File: src/sv/dbms_pkg.sv
// Package for the debounced button mode selector: widths, button and
// register codes, reset values, config and mode state types.
// No dependencies.
package dbms_pkg;

  // Number of measurement types the menu cycles through (2 to 8)
  localparam int NumTypes   = 5;
  localparam int TypeW      = 3;
  localparam int CodeW      = 3;
  localparam int RangeW     = 3;
  localparam int CountW     = 4;
  localparam int CfgW       = 3;
  localparam int CfgIdxW    = 3;
  localparam int NumMaxRegs = 5;

  typedef logic [CodeW-1:0]   code_t;
  typedef logic [TypeW-1:0]   type_t;
  typedef logic [RangeW-1:0]  range_t;
  typedef logic [CountW-1:0]  count_t;
  typedef logic [CfgIdxW-1:0] cfg_idx_t;
  typedef logic [CfgW-1:0]    cfg_data_t;

  // Button codes
  localparam code_t BtnNone      = code_t'(0);
  localparam code_t BtnTypeUp    = code_t'(1);
  localparam code_t BtnTypeDown  = code_t'(2);
  localparam code_t BtnRangeUp   = code_t'(3);
  localparam code_t BtnRangeDown = code_t'(4);
  localparam code_t BtnAuto      = code_t'(5);
  localparam code_t BtnComms     = code_t'(6);

  // Config register indexes
  localparam cfg_idx_t RegDebounce       = cfg_idx_t'(0);
  localparam cfg_idx_t RegMaxVoltage     = cfg_idx_t'(1);
  localparam cfg_idx_t RegMaxCurrent     = cfg_idx_t'(2);
  localparam cfg_idx_t RegMaxResistance  = cfg_idx_t'(3);
  localparam cfg_idx_t RegMaxFrequency   = cfg_idx_t'(4);
  localparam cfg_idx_t RegMaxCapacitance = cfg_idx_t'(5);

  localparam cfg_data_t DebounceReset = cfg_data_t'(3);
  localparam range_t MaxVoltageReset     = range_t'(5);
  localparam range_t MaxCurrentReset     = range_t'(3);
  localparam range_t MaxResistanceReset  = range_t'(0);
  localparam range_t MaxFrequencyReset   = range_t'(0);
  localparam range_t MaxCapacitanceReset = range_t'(2);

  localparam type_t TypeTop = type_t'(NumTypes - 1);

  typedef struct packed {
    cfg_data_t                   debounce_ticks;
    range_t [NumMaxRegs-1:0]     max_range;     // [0] voltage .. [4] capacitance
  } cfg_t;

  typedef struct packed {
    type_t  type_sel;
    range_t range_sel;
    logic   auto_on;
    logic   comms_on;
  } mode_t;

  // Range maximum of a type; types with no register read as 0
  function automatic range_t range_max_of(cfg_t cfg, type_t t);
    range_t r;
    r = '0;
    for (int i = 0; i < NumMaxRegs; i++) begin
      if (t == type_t'(i)) r = cfg.max_range[i];
    end
    return r;
  endfunction

endpackage

File: src/sv/dbms_sample_if.sv
// Input channel of the mode selector: one sampled button code per item.
// Depends on dbms_pkg.
interface dbms_sample_if;
  logic               valid;
  logic               ready;
  dbms_pkg::code_t    button_code;

  modport source(output valid, output button_code, input ready);
  modport sink(input valid, input button_code, output ready);
endinterface

File: src/sv/dbms_result_if.sv
// Output channel of the mode selector: accepted press and mode state per item.
// Depends on dbms_pkg.
interface dbms_result_if;
  logic               valid;
  logic               ready;
  dbms_pkg::code_t    accepted_press;
  dbms_pkg::type_t    mode_type;
  dbms_pkg::range_t   range_select;
  logic               auto_range_on;
  logic               comms_on;

  modport source(output valid, output accepted_press, output mode_type,
                 output range_select, output auto_range_on, output comms_on,
                 input ready);
  modport sink(input valid, input accepted_press, input mode_type,
               input range_select, input auto_range_on, input comms_on,
               output ready);
endinterface

File: src/sv/dbms_cfg_regs.sv
// Configuration register file: debounce length and per-type range maxima.
// Depends on dbms_pkg.
module dbms_cfg_regs (
  input  logic                  clk,
  input  logic                  rst,
  input  logic                  cfg_we,
  input  dbms_pkg::cfg_idx_t    cfg_index,
  input  dbms_pkg::cfg_data_t   cfg_wdata,
  output dbms_pkg::cfg_t        cfg
);

  always_ff @(posedge clk) begin
    if (rst) begin
      cfg.debounce_ticks <= dbms_pkg::DebounceReset;
      cfg.max_range[0]   <= dbms_pkg::MaxVoltageReset;
      cfg.max_range[1]   <= dbms_pkg::MaxCurrentReset;
      cfg.max_range[2]   <= dbms_pkg::MaxResistanceReset;
      cfg.max_range[3]   <= dbms_pkg::MaxFrequencyReset;
      cfg.max_range[4]   <= dbms_pkg::MaxCapacitanceReset;
    end else if (cfg_we) begin
      case (cfg_index)
        dbms_pkg::RegDebounce:       cfg.debounce_ticks <= cfg_wdata;
        dbms_pkg::RegMaxVoltage:     cfg.max_range[0]   <= cfg_wdata;
        dbms_pkg::RegMaxCurrent:     cfg.max_range[1]   <= cfg_wdata;
        dbms_pkg::RegMaxResistance:  cfg.max_range[2]   <= cfg_wdata;
        dbms_pkg::RegMaxFrequency:   cfg.max_range[3]   <= cfg_wdata;
        dbms_pkg::RegMaxCapacitance: cfg.max_range[4]   <= cfg_wdata;
        default: ;  // unused indexes are dropped
      endcase
    end
  end

endmodule

File: src/sv/dbms_menu.sv
// Menu action logic: applies one accepted button code to the mode state.
// Depends on dbms_pkg.
module dbms_menu (
  input  dbms_pkg::code_t   code,
  input  dbms_pkg::mode_t   mode,
  input  dbms_pkg::cfg_t    cfg,
  output dbms_pkg::mode_t   mode_act,
  output dbms_pkg::code_t   acc
);

  dbms_pkg::range_t mx;

  assign mx = dbms_pkg::range_max_of(cfg, mode.type_sel);

  always_comb begin
    mode_act = mode;
    acc      = code;
    case (code)
      dbms_pkg::BtnTypeUp: begin
        mode_act.type_sel = (mode.type_sel >= dbms_pkg::TypeTop) ? '0
                          : dbms_pkg::type_t'(mode.type_sel + 1'b1);
      end
      dbms_pkg::BtnTypeDown: begin
        mode_act.type_sel = (mode.type_sel == '0 || mode.type_sel > dbms_pkg::TypeTop)
                          ? dbms_pkg::TypeTop
                          : dbms_pkg::type_t'(mode.type_sel - 1'b1);
      end
      dbms_pkg::BtnRangeUp: begin
        // index at or past the type's maximum wraps to zero
        if (!mode.auto_on)
          mode_act.range_sel = (mode.range_sel >= mx) ? '0
                             : dbms_pkg::range_t'(mode.range_sel + 1'b1);
      end
      dbms_pkg::BtnRangeDown: begin
        if (!mode.auto_on)
          mode_act.range_sel = (mode.range_sel == '0) ? mx
                             : dbms_pkg::range_t'(mode.range_sel - 1'b1);
      end
      dbms_pkg::BtnAuto:  mode_act.auto_on  = ~mode.auto_on;
      dbms_pkg::BtnComms: mode_act.comms_on = ~mode.comms_on;
      default:            acc = dbms_pkg::BtnNone;  // none, or unused code
    endcase
  end

endmodule

File: src/sv/debounced_button_mode_selector.sv
// Top level of the debounced button mode selector: input stage, debounce
// counter, mode state and result register.
// Depends on dbms_pkg, dbms_sample_if, dbms_result_if, dbms_cfg_regs, dbms_menu.
//
// Usage:
//   sample  - one item per debounce tick carrying a button code (0 none,
//             1/2 type up/down, 3/4 range up/down, 5 auto toggle,
//             6 comms toggle). Taken when valid and ready are both high.
//   result  - exactly one item per sample: the press acted on (0 if none)
//             and the mode type, range index, auto and comms flags as
//             they stand after that sample.
//   cfg     - plain write port (cfg_we, cfg_index, cfg_wdata); index 0 is
//             the debounce length, 1..5 the range maxima per type. Write
//             only while no item is in flight.
// Path: a sample is held in the input register, then in the result register;
// a stall on result can hold it in either.
// Throughput: one item per cycle while result is taken; the single state
// update path between the input register and the result register sets this.
// Stall: if result is not taken, both stages hold, the state is frozen,
// and sample.ready drops once the input register is also full.
// Reset (rst, synchronous): both stages empty, mode state and debounce
// counter cleared, config registers back to their defaults.
module debounced_button_mode_selector (
  input  logic                 clk,
  input  logic                 rst,
  dbms_sample_if.sink          sample,
  dbms_result_if.source        result,
  input  logic                 cfg_we,
  input  dbms_pkg::cfg_idx_t   cfg_index,
  input  dbms_pkg::cfg_data_t  cfg_wdata
);

  dbms_pkg::cfg_t    cfg;

  // input stage
  logic              s1_valid;
  dbms_pkg::code_t   s1_code;

  // debounce and mode state
  dbms_pkg::code_t   last_code;
  dbms_pkg::code_t   last_code_next;
  dbms_pkg::count_t  stable_count;
  dbms_pkg::count_t  stable_count_next;
  dbms_pkg::count_t  dt_ext;
  dbms_pkg::count_t  dt_plus;
  logic              hit;
  dbms_pkg::mode_t   mode;
  dbms_pkg::mode_t   mode_act;
  dbms_pkg::mode_t   mode_next;
  dbms_pkg::code_t   acc_act;
  dbms_pkg::code_t   acc_next;

  // result register
  logic              out_valid;
  dbms_pkg::code_t   out_acc;
  dbms_pkg::mode_t   out_mode;

  logic              adv;   // result register free this cycle

  dbms_cfg_regs u_cfg (
    .clk       (clk),
    .rst       (rst),
    .cfg_we    (cfg_we),
    .cfg_index (cfg_index),
    .cfg_wdata (cfg_wdata),
    .cfg       (cfg)
  );

  dbms_menu u_menu (
    .code     (s1_code),
    .mode     (mode),
    .cfg      (cfg),
    .mode_act (mode_act),
    .acc      (acc_act)
  );

  assign adv          = !out_valid || result.ready;
  assign sample.ready = !s1_valid || adv;

  // Debounce: a change restarts the count; a repeat counts up. The press
  // fires once when the count equals debounce_ticks, then the count parks
  // at debounce_ticks + 1 until the code changes.
  assign dt_ext  = dbms_pkg::count_t'(cfg.debounce_ticks);
  assign dt_plus = dbms_pkg::count_t'(dt_ext + 1'b1);

  always_comb begin
    stable_count_next = stable_count;
    last_code_next    = last_code;
    hit               = 1'b0;
    if (s1_code == last_code) begin
      if (stable_count == dt_ext && s1_code != dbms_pkg::BtnNone) begin
        hit               = 1'b1;
        stable_count_next = dbms_pkg::count_t'(stable_count + 1'b1);
      end else if (stable_count < dt_plus) begin
        stable_count_next = dbms_pkg::count_t'(stable_count + 1'b1);
      end
    end else begin
      stable_count_next = '0;
      last_code_next    = s1_code;
    end
  end

  assign mode_next = hit ? mode_act : mode;
  assign acc_next  = hit ? acc_act  : dbms_pkg::BtnNone;

  // input register
  always_ff @(posedge clk) begin
    if (rst) begin
      s1_valid <= 1'b0;
    end else if (sample.ready) begin
      s1_valid <= sample.valid;
    end
  end

  always_ff @(posedge clk) begin
    if (sample.ready) s1_code <= sample.button_code;
  end

  // state and result register advance together
  always_ff @(posedge clk) begin
    if (rst) begin
      out_valid    <= 1'b0;
      last_code    <= '0;
      stable_count <= '0;
      mode         <= '0;
    end else if (adv) begin
      out_valid <= s1_valid;
      if (s1_valid) begin
        last_code    <= last_code_next;
        stable_count <= stable_count_next;
        mode         <= mode_next;
      end
    end
  end

  always_ff @(posedge clk) begin
    if (adv && s1_valid) begin
      out_acc  <= acc_next;
      out_mode <= mode_next;
    end
  end

  assign result.valid          = out_valid;
  assign result.accepted_press = out_acc;
  assign result.mode_type      = out_mode.type_sel;
  assign result.range_select   = out_mode.range_sel;
  assign result.auto_range_on  = out_mode.auto_on;
  assign result.comms_on       = out_mode.comms_on;

  // type index stays inside the menu
  a_type_bound: assert property (@(posedge clk) disable iff (rst)
    mode.type_sel <= dbms_pkg::TypeTop)
    else $error("mode type out of range");

  // debounce count parks at most at the largest debounce length plus one
  a_count_bound: assert property (@(posedge clk) disable iff (rst)
    stable_count <= dbms_pkg::count_t'(8))
    else $error("debounce count overran");

  // range index only moves on an accepted range press
  a_range_cause: assert property (@(posedge clk) disable iff (rst)
    (!$past(rst) && mode.range_sel != $past(mode.range_sel)) |->
    (out_acc == dbms_pkg::BtnRangeUp || out_acc == dbms_pkg::BtnRangeDown))
    else $error("range changed without range press");

  // an empty result register never blocks the input
  a_ready_empty: assert property (@(posedge clk) disable iff (rst)
    !out_valid |-> sample.ready)
    else $error("input stalled with empty result register");

endmodule

File: src/flat_wrapper.sv
// flat-port wrapper written by rule: the top's interface ports become plain ports
module debounced_button_mode_selector_flat 
  (clk, rst, cfg_we, cfg_index, cfg_wdata, sample_valid, sample_button_code, sample_ready, result_valid, result_accepted_press, result_mode_type, result_range_select, result_auto_range_on, result_comms_on, result_ready);
  dbms_sample_if sample_i ();
  dbms_result_if result_i ();
  input  logic clk;
  input  logic rst;
  input  logic cfg_we;
  input  dbms_pkg::cfg_idx_t cfg_index;
  input  dbms_pkg::cfg_data_t cfg_wdata;
  input wire logic [$bits(sample_i.valid)-1:0] sample_valid;
  input wire logic [$bits(sample_i.button_code)-1:0] sample_button_code;
  output wire logic [$bits(sample_i.ready)-1:0] sample_ready;
  output wire logic [$bits(result_i.valid)-1:0] result_valid;
  output wire logic [$bits(result_i.accepted_press)-1:0] result_accepted_press;
  output wire logic [$bits(result_i.mode_type)-1:0] result_mode_type;
  output wire logic [$bits(result_i.range_select)-1:0] result_range_select;
  output wire logic [$bits(result_i.auto_range_on)-1:0] result_auto_range_on;
  output wire logic [$bits(result_i.comms_on)-1:0] result_comms_on;
  input wire logic [$bits(result_i.ready)-1:0] result_ready;
  assign sample_i.valid = sample_valid;
  assign sample_i.button_code = sample_button_code;
  assign sample_ready = sample_i.ready;
  assign result_valid = result_i.valid;
  assign result_accepted_press = result_i.accepted_press;
  assign result_mode_type = result_i.mode_type;
  assign result_range_select = result_i.range_select;
  assign result_auto_range_on = result_i.auto_range_on;
  assign result_comms_on = result_i.comms_on;
  assign result_i.ready = result_ready;
  debounced_button_mode_selector u_core (.clk(clk), .rst(rst), .sample(sample_i), .result(result_i), .cfg_we(cfg_we), .cfg_index(cfg_index), .cfg_wdata(cfg_wdata));
endmodule
File: config.mk
export PLATFORM = sky130hd
export DESIGN_NAME = debounced_button_mode_selector_flat
export DESIGN_NICKNAME = d
export VERILOG_FILES = /design/src/sv/dbms_pkg.sv /design/src/sv/dbms_sample_if.sv /design/src/sv/dbms_result_if.sv /design/src/sv/dbms_cfg_regs.sv /design/src/sv/dbms_menu.sv /design/src/sv/debounced_button_mode_selector.sv /design/src/flat_wrapper.sv
export SDC_FILE = /design/constraint.sdc
export NUM_CORES = 1
export LEC_CHECK = 0
export BUFFER_PORTS_ARGS = -buffer_cell sky130_fd_sc_hd__buf_2
export CAP_MARGIN = 10
export CORE_MARGIN = 2
export CORE_UTILIZATION = 52
export CTS_CLUSTER_DIAMETER = 200
export DETAILED_ROUTE_END_ITERATION = 8
export GPL_TIMING_DRIVEN = 0
export PLACE_DENSITY = 0.74
export SYNTH_ARGS = -nofsm -noshare
export SYNTH_HDL_FRONTEND = slang
export SYNTH_HIERARCHICAL = 1
export SYNTH_SLANG_ARGS = --single-unit
File: constraint.sdc
create_clock -name clk -period 3.1 [get_ports clk]
set_clock_uncertainty 0.15 [all_clocks]
set_input_delay 0.31 -clock clk [delete_from_list [all_inputs] [get_ports clk]]
set_output_delay 0.31 -clock clk [all_outputs]
set_load 0.01 [all_outputs]
==> results of run 1 <==
cell type report:
class	count	area (µm²)	share of cell area
plain buffers	8	51.3	0.0148
clock buffers	8	90.1	0.0260
inverters	17	63.8	0.0184
multi-input cells	218	1880	0.542
flip-flops and latches	49	1130	0.327
well taps	72	90.1	0.0260
repair buffers	30	160	0.0462
state kept, by name, summed over array words and instances, names as in the netlist:
| name | count |
|---|---|
| u_core/result.range_select | 3 |
| u_core/s1_valid | 1 |
| u_core/result.valid | 1 |
| u_core/mode | 8 |
| u_core/stable_count | 4 |
| u_core/result.accepted_press | 3 |
| u_core/u_cfg/cfg | 18 |
| u_core/s1_code | 3 |
| u_core/last_code | 3 |
| u_core/result.mode_type | 3 |
| u_core/result.comms_on | 1 |
| u_core/result.auto_range_on | 1 |
through the flow:
step | setup TNS [ns] | instance area, µm² | hold slack (ns) | power (µW) | util
after floorplan | 0 | 3030 | 0.259 | 786 | -
after global placement | -0.465 | 3250 | 0.314 | 823 | 0.583
after detailed placement | -0.761 | 3250 | 0.311 | 827 | 0.583
after CTS | 0 | 3390 | 0.0312 | 1210 | 0.608
after global routing | -0.0198 | 3470 | 0.0190 | 1260 | 0.622
final | 0 | 3470 | 0.0362 | 1200 | 0.622
synthesized netlist by cell type, types with 2 or more instances:
master / count
a221oi_1: 2
nor3_1: 2
nand2_1: 11
and2_1: 3
a211oi_1: 2
nor2_1: 33
o21ai_0: 4
clkbuf_1: 3
o211ai_1: 3
nand2b_1: 21
edfxtp_1: 14
xnor2_1: 4
dfxtp_1: 35
xnor2_2: 4
a21o_1: 2
nand4b_1: 2
mux2_2: 8
and4bb_4: 2
buf_6: 2
a221oi_2: 2
ha_1: 24
o21ai_1: 3
or4_1: 3
a211oi_2: 2
nand3_1: 5
buf_2: 2
inv_1: 16
nor2b_1: 3
a21oi_1: 6
mux2i_1: 31
o22ai_1: 2
a31oi_1: 4
worst min-delay path by stage:
| stage | cells past startpoint | slack, ns | to | startpoint |
|---|---|---|---|---|
| 3_5_place_dp | 2 | 0.31 | u_core/u_cfg/cfg[5] | u_core/u_cfg/cfg[5] |
| 6_report | 1 | 0.04 | u_core/s1_code[0] | sample_button_code[0] |
| 3_3_place_gp | 2 | 0.31 | u_core/u_cfg/cfg[5] | u_core/u_cfg/cfg[5] |
| 2_1_floorplan | 0 | 0.26 | u_core/s1_code[0] | sample_button_code[0] |
| 4_1_cts | 1 | 0.03 | u_core/s1_code[0] | sample_button_code[0] |
| 5_1_grt | 1 | 0.02 | u_core/s1_code[0] | sample_button_code[0] |
kinds of logic after synthesis:
family,Yosys count
AO/OA/AOI/OAI,44
AND/OR/NAND/NOR,103
adder cells (fa/ha/maj),24
buffers and inverters,25
multiplexers,39
flip-flops,49
XOR/XNOR,8
metal layers:
metal	wire length (µm)	global-route usage
met1	2740	0.258
met2	2880	0.330
met3	238	0.0416
met4	50	0.0627
met5	0	0
worst max-delay path, stage by stage, from the launching register on:
cell and delay, ns:
dfxtp_4 0.38, inv_2 0.06, ha_4 0.17, ha_4 0.17, or2_4 0.25, a221oi_1 0.23, a21o_1 0.23, ha_1 0.17
a21o_1 0.14, a31oi_2 0.07, a221oi_1 0.36, a21oi_2 0.07, mux2_2 0.27
where the power goes:
group	internal, µW	switching (µW)	total [µW]
Sequential	670	13.1	683
Clock	182	202	384
Combinational	57.5	70.4	128
timing repair:
item / in CTS / in global routing
setup endpoints to repair: 6 / 5
pin swaps: 6 / 6
buffers inserted: 2 / 2
gates resized for setup: 11 / 10
==> flow_summary_export.csv, run 1 <==
group,metric,value,unit
status,status,"completed",
synth,ys_types,64,
timing,rsz0062_at_grt,"yes",
layout,final_cell_mix,"nor2_1, dfxtp_1, mux2i_1, buf_2, nand2b_1",
cts,clockBufferDepth,2,
placed_design,pre_cts_ws,-0.233,ns
synth,synth_area_leader_cell,"dfxtp_1",
timing,min_period,2.99,ns
layout,area_growth,14.4,%
cts,cts_buffers,5,
critical_path,path_class,"flop to flop",
die,row_count,27,
critical_path,ff2ff_path_depth,12,
routing,via_per_inst,5.59,
timing,slew_violations,0,
grt,grt_max_degree,15,
synth,yosys_warnings,6,
grt,grt_pass1_vias,2154,
cts,cts_tree,"built",
placed_design,dp_hpwl,4390,µm
critical_path,crit_start,"u_core/mode[6]",
die,floorplan.initialDensity,0.544,
timing,fin_ws,0.113,ns
synth,synth-seq-area-share,0.370,
cts,insertion_delay,0.30,ns
synth,synthArstFlopShare,0,
synth,syn_area,3030,µm²
layout,final_common_cell,"nor2_1",
synth,synth_compound_area_frac,0.114,
layout,nets,367,
layout,n_antenna_cell,0,
synth,postSynthAreaPerCell,10.4,µm²
power_and_ir_drop,vdd_drop_max,0.226,mV
flow_run,max_cap_viol_count,0,
critical_path,r2r_end,"u_core/result.range_select[1]",
critical_path,end_kind,"flop",
critical_path,r2r_slack,0.11,ns
critical_path,startpoint_type,"flop",
placed_design,gp_congestion,0.903,
critical_path,cp.required,3.01,ns
timing,hold_viol,0,
timing,tightestPinTransition,0.548,ns
synth,synthFlopType,"dfxtp_1",
synth,muxShareOfSynthArea,0.132,
layout,drive_gt1_frac,0.270,
routing,wire_per_inst,14.7,µm
critical_path,critPathArrivalTime,2.89,ns
power_and_ir_drop,p_leak,0.00139,µW
timing,max_freq,335,MHz
cts,clk_transition_reported_paths,0.08,ns
synth,synth_edf_count,14,
cts,root_buffer,"clkbuf_8",
routing,wl,5910,µm
layout,finalNonFillerCells,402,
synth,synth_top_family_by_area,"simple AND/OR/NAND/NOR gates",
grt,grt_pass1_wl,9940,µm
synth,ys_seq_elements,49,
synth,synth_top_area_share,0.231,
cts,postCtsHoldBufs,0,
timing,fin_crit_sh,0.964,
routing,vias,2246,
layout,n_fill_cell,474,
die,dieArea,6450,µm²
synth,synth_adder_area_share,0.0991,
critical_path,crit_fanout,6,
critical_path,r2r_start,"u_core/mode[6]",
die,die_h,80.3,µm
grt,grt_util_all_layers,0.199,
synth,synthTopCellsByArea,"dfxtp_1, edfxtp_1, mux2i_1",
synth,synthCells,292,
placed_design,placed_cells,390,
grt,overflow,0,
timing,slew_headroom,0.633,
synth,syn-num-nets,330,
synth,yosys.area_share.xor_xnor,0.0330,
placed_design,io_buffers,26,
routing,drc,0,
cts,clock-sinks,49,
die,core,5570,µm²
routing,firstDrtPassIters,4,
hold_path,hold_class,"primary input to flop",
power_and_ir_drop,powerDensity,345,nW/µm²
critical_path,crit_path_end,"u_core/result.range_select[1]",
timing,finalSetupViolCount,0,
die,io_pins,27,
synth,yosys.area_share.simple,0.213,
cts,htreeDepth,2,
routing,ant_nets,0,
routing,drt_iter0_drc,100,
die,die_w,80.3,µm
grt,antenna_found_initial,0,
Power figures use the tool's default switching activity.
==> run 2, diff against run 1 <==
--- a/config.mk
+++ b/config.mk
@@ -5,11 +5,13 @@
 export SDC_FILE = /design/constraint.sdc
 export NUM_CORES = 1
 export LEC_CHECK = 0
+export ABC_AREA = 1
 export BUFFER_PORTS_ARGS = -buffer_cell sky130_fd_sc_hd__buf_2
 export CAP_MARGIN = 10
-export CORE_MARGIN = 2
+export CORE_MARGIN = 8
 export CORE_UTILIZATION = 52
 export CTS_CLUSTER_DIAMETER = 200
+export CTS_CLUSTER_SIZE = 24
 export DETAILED_ROUTE_END_ITERATION = 8
 export GPL_TIMING_DRIVEN = 0
 export PLACE_DENSITY = 0.74
==> run 2 against run 1 <==
Final area rose by 0.14%. Non-clock buffer count fell by 5. Combinational power rose to 2.5 times the previous value. Fmax rose by 4.6%. Routed wire length rose by 12%. Clock-buffer cell count fell by 3. Flip-flop and latch count did not move. Clock power fell by 2%. Via count rose by 27%. Register-to-register slack improved by 0.13 ns.
==> flow_summary_export.csv, run 2 <==
group,metric,value,unit
status,status,"completed",
critical_path,slowest_delay,0.39,ns
layout,area_growth,10.2,%
cts,clock-sinks,49,
cts,cts_buffers,5,
layout,nets,526,
routing,via_per_inst,5.04,
layout,final_common_cell,"nand2_1",
timing,slew_headroom,0.657,
critical_path,path_depth,20,
synth,ys_top_cells_by_count,"nand2_1, nor2_1, nand3_1",
critical_path,cp.required,3.21,ns
cts,cts_tree,"built",
grt,grt_max_degree,21,
routing,ant_nets,0,
die,io_pins,27,
layout,fin_util,0.590,
critical_path,crit_fanout,5,
timing,rsz0062_at_grt,"no",
die,die_w,93.8,µm
synth,synth_edf_count,14,
hold_path,min_delay_path_depth,1,
timing,slew_violations,0,
timing,hold_viol,0,
synth,synthArstFlopShare,0,
layout,n_antenna_cell,0,
layout,largest_register_ffs,18,
routing,vias,2844,
layout,final_cell_mix,"nand2_1, nor2_1, nand3_1, inv_1, dfxtp_1",
timing,fin_crit_sh,0.922,
grt,grt_pass1_vias,2769,
timing,min_period,2.86,ns
hold_path,hold_class,"primary input to flop",
routing,wl,6630,µm
synth,syn-num-nets,493,
timing,fin_ws,0.243,ns
placed_design,io_buffers,26,
cts,root_buffer,"clkbuf_8",
placed_design,pre_cts_ws,0.218,ns
grt,grt_util_all_layers,0.160,
cts,clockBufferDepth,2,
timing,finalSetupViolCount,0,
routing,firstDrtPassIters,4,
synth,syn_area,3150,µm²
synth,synthFlopType,"dfxtp_1",
synth,yosys_warnings,6,
routing,drc,0,
power_and_ir_drop,vdd_drop_max,0.224,mV
layout,largest_register,"u_core/u_cfg/cfg",
flow_run,max_cap_viol_count,0,
critical_path,startpoint_type,"flop",
timing,finalSetupTns,0,ns
die,row_count,28,
synth,ys_seq_elements,49,
grt,overflow,0,
synth,ys_types,36,
critical_path,cpLargestDelayFamily,"simple AND/OR/NAND/NOR gates",
critical_path,ff2ff_path_depth,20,
critical_path,path_class,"flop to flop",
synth,synth_area_leader_cell,"dfxtp_1",
synth,synthTopCellsByArea,"dfxtp_1, edfxtp_1, nand2_1",
timing,max_freq,350,MHz
power_and_ir_drop,powerDensity,412,nW/µm²
synth,synth_top_area_share,0.222,
cts,htreeDepth,2,
die,core,5890,µm²
cts,insertion_delay,0.31,ns
cts,post_cts_buffers,0,
timing,tightestPinTransition,0.514,ns
routing,wire_per_inst,11.7,µm
critical_path,crit_slowest_cell,"dfxtp_2",
timing,holdWs,0.0229,ns
synth,synth-seq-area-share,0.356,
critical_path,critPathArrivalTime,2.96,ns
routing,drt_iter0_drc,179,
critical_path,path_common_cell,"nand2_1",
placed_design,dp_hpwl,5110,µm
die,die_h,93.8,µm
grt,antenna_found_initial,0,
layout,reg.largest.list,"u_core/u_cfg/cfg (18), u_core/mode (8), u_core/stable_count (4)",
synth,synthCells,455,
critical_path,path_cells,"inv_1 > ha_1 > ha_1 > nand2_1 > inv_1 > nand2_1 > nand3_1 > nand2_1 > nand2_1 > nand2_2 > ha_1 > a21oi_1 > o211ai_1 > nor3_1 > nor2_1 > a21oi_2 > nand3_1 > nand3_1 > nand2_1 > inv_1",
power_and_ir_drop,p_leak,0.00174,µW
cts,clk_transition_reported_paths,0.09,ns
placed_design,gp_congestion,0.917,
critical_path,end_kind,"flop",
die,dieArea,8810,µm²
synth,postSynthAreaPerCell,6.92,µm²
grt,grt_pass1_wl,11700,µm
synth,synth.most_common_cell,"nand2_1",
critical_path,cp_num_buf_inv,3,
die,floorplan.initialDensity,0.535,
layout,drive_gt1_frac,0.160,
## run 2: changes by cell type after synthesis, moves of 4 or more
cell	change
xnor2_2	-4
nand2_2	+13
nand3_1	+53
nand2_1	+99
inv_2	+6
inv_1	+39
nor2_1	+41
mux2i_1	-31
mux2_2	-8
a21oi_1	+9
nand2b_1	-21
## run 2: cell families after synthesis
group | after synthesis | synth area share
XOR/XNOR | 5 | 0.0139
AND/OR/NAND/NOR | 273 | 0.384
adder cells (fa/ha/maj) | 24 | 0.0953
AO/OA/AOI/OAI | 31 | 0.0560
buffers and inverters | 73 | 0.0949
flip-flops | 49 | 0.356
## run 2: stage by stage
stage	area, µm²	total power [µW]	cells
CTS	3470	1450	564
global placement	3370	1050	556
detailed placement	3370	1060	556
finish	3470	1430	564
floorplan	3150	982	455
global route	3470	1520	564
## run 2: layout make-up
cell class / instances / area, µm²
inverter: 66 / 250
timing repair buffer: 26 / 130
fill: 571 / 2410
sequential: 49 / 1120
tap: 75 / 93.8
multi-input combinational: 333 / 1730
clock inverter: 3 / 22.5
buffer: 7 / 48.8
clock buffer: 5 / 68.8
## run 2: worst paths after layout
path | from | to | slack [ns]
setup / recovery | u_core/mode[5] | u_core/mode[4] | 0.24
hold / removal | sample_button_code[1] | u_core/s1_code[1] | 0.02
setup reg to reg | u_core/mode[5] | u_core/mode[4] | 0.24
hold reg to reg | u_core/u_cfg/cfg[4] | u_core/u_cfg/cfg[4] | 0.33
## run 2: layer usage
layer,share of wire,GRT usage
met1,0.46,0.196
met2,0.48,0.269
met3,0.041,0.0304
met4,0.021,0.0608
met5,0,0
## run 2: worst register-to-register path, delay by kind of cell, from the launching register on
family          cells  cell delay [ns]
simple gates       11             0.92
buf+inv             3             0.19
fa+ha+maj           3             0.71
compound gates      3             0.44
flops               1             0.39
## run 2: power breakdown
part	internal [µW]	total (µW)	leakage [µW]	switching [µW]
logic	125	326	0.00127	201
registers	692	727	0.000425	34.6
clock network	160	378	0.0000481	217
## run 2: timing repair
action,in CTS,in global routing
hold buffers,0,0
resized for setup,0,4
endpoints found under the setup margin,0,6
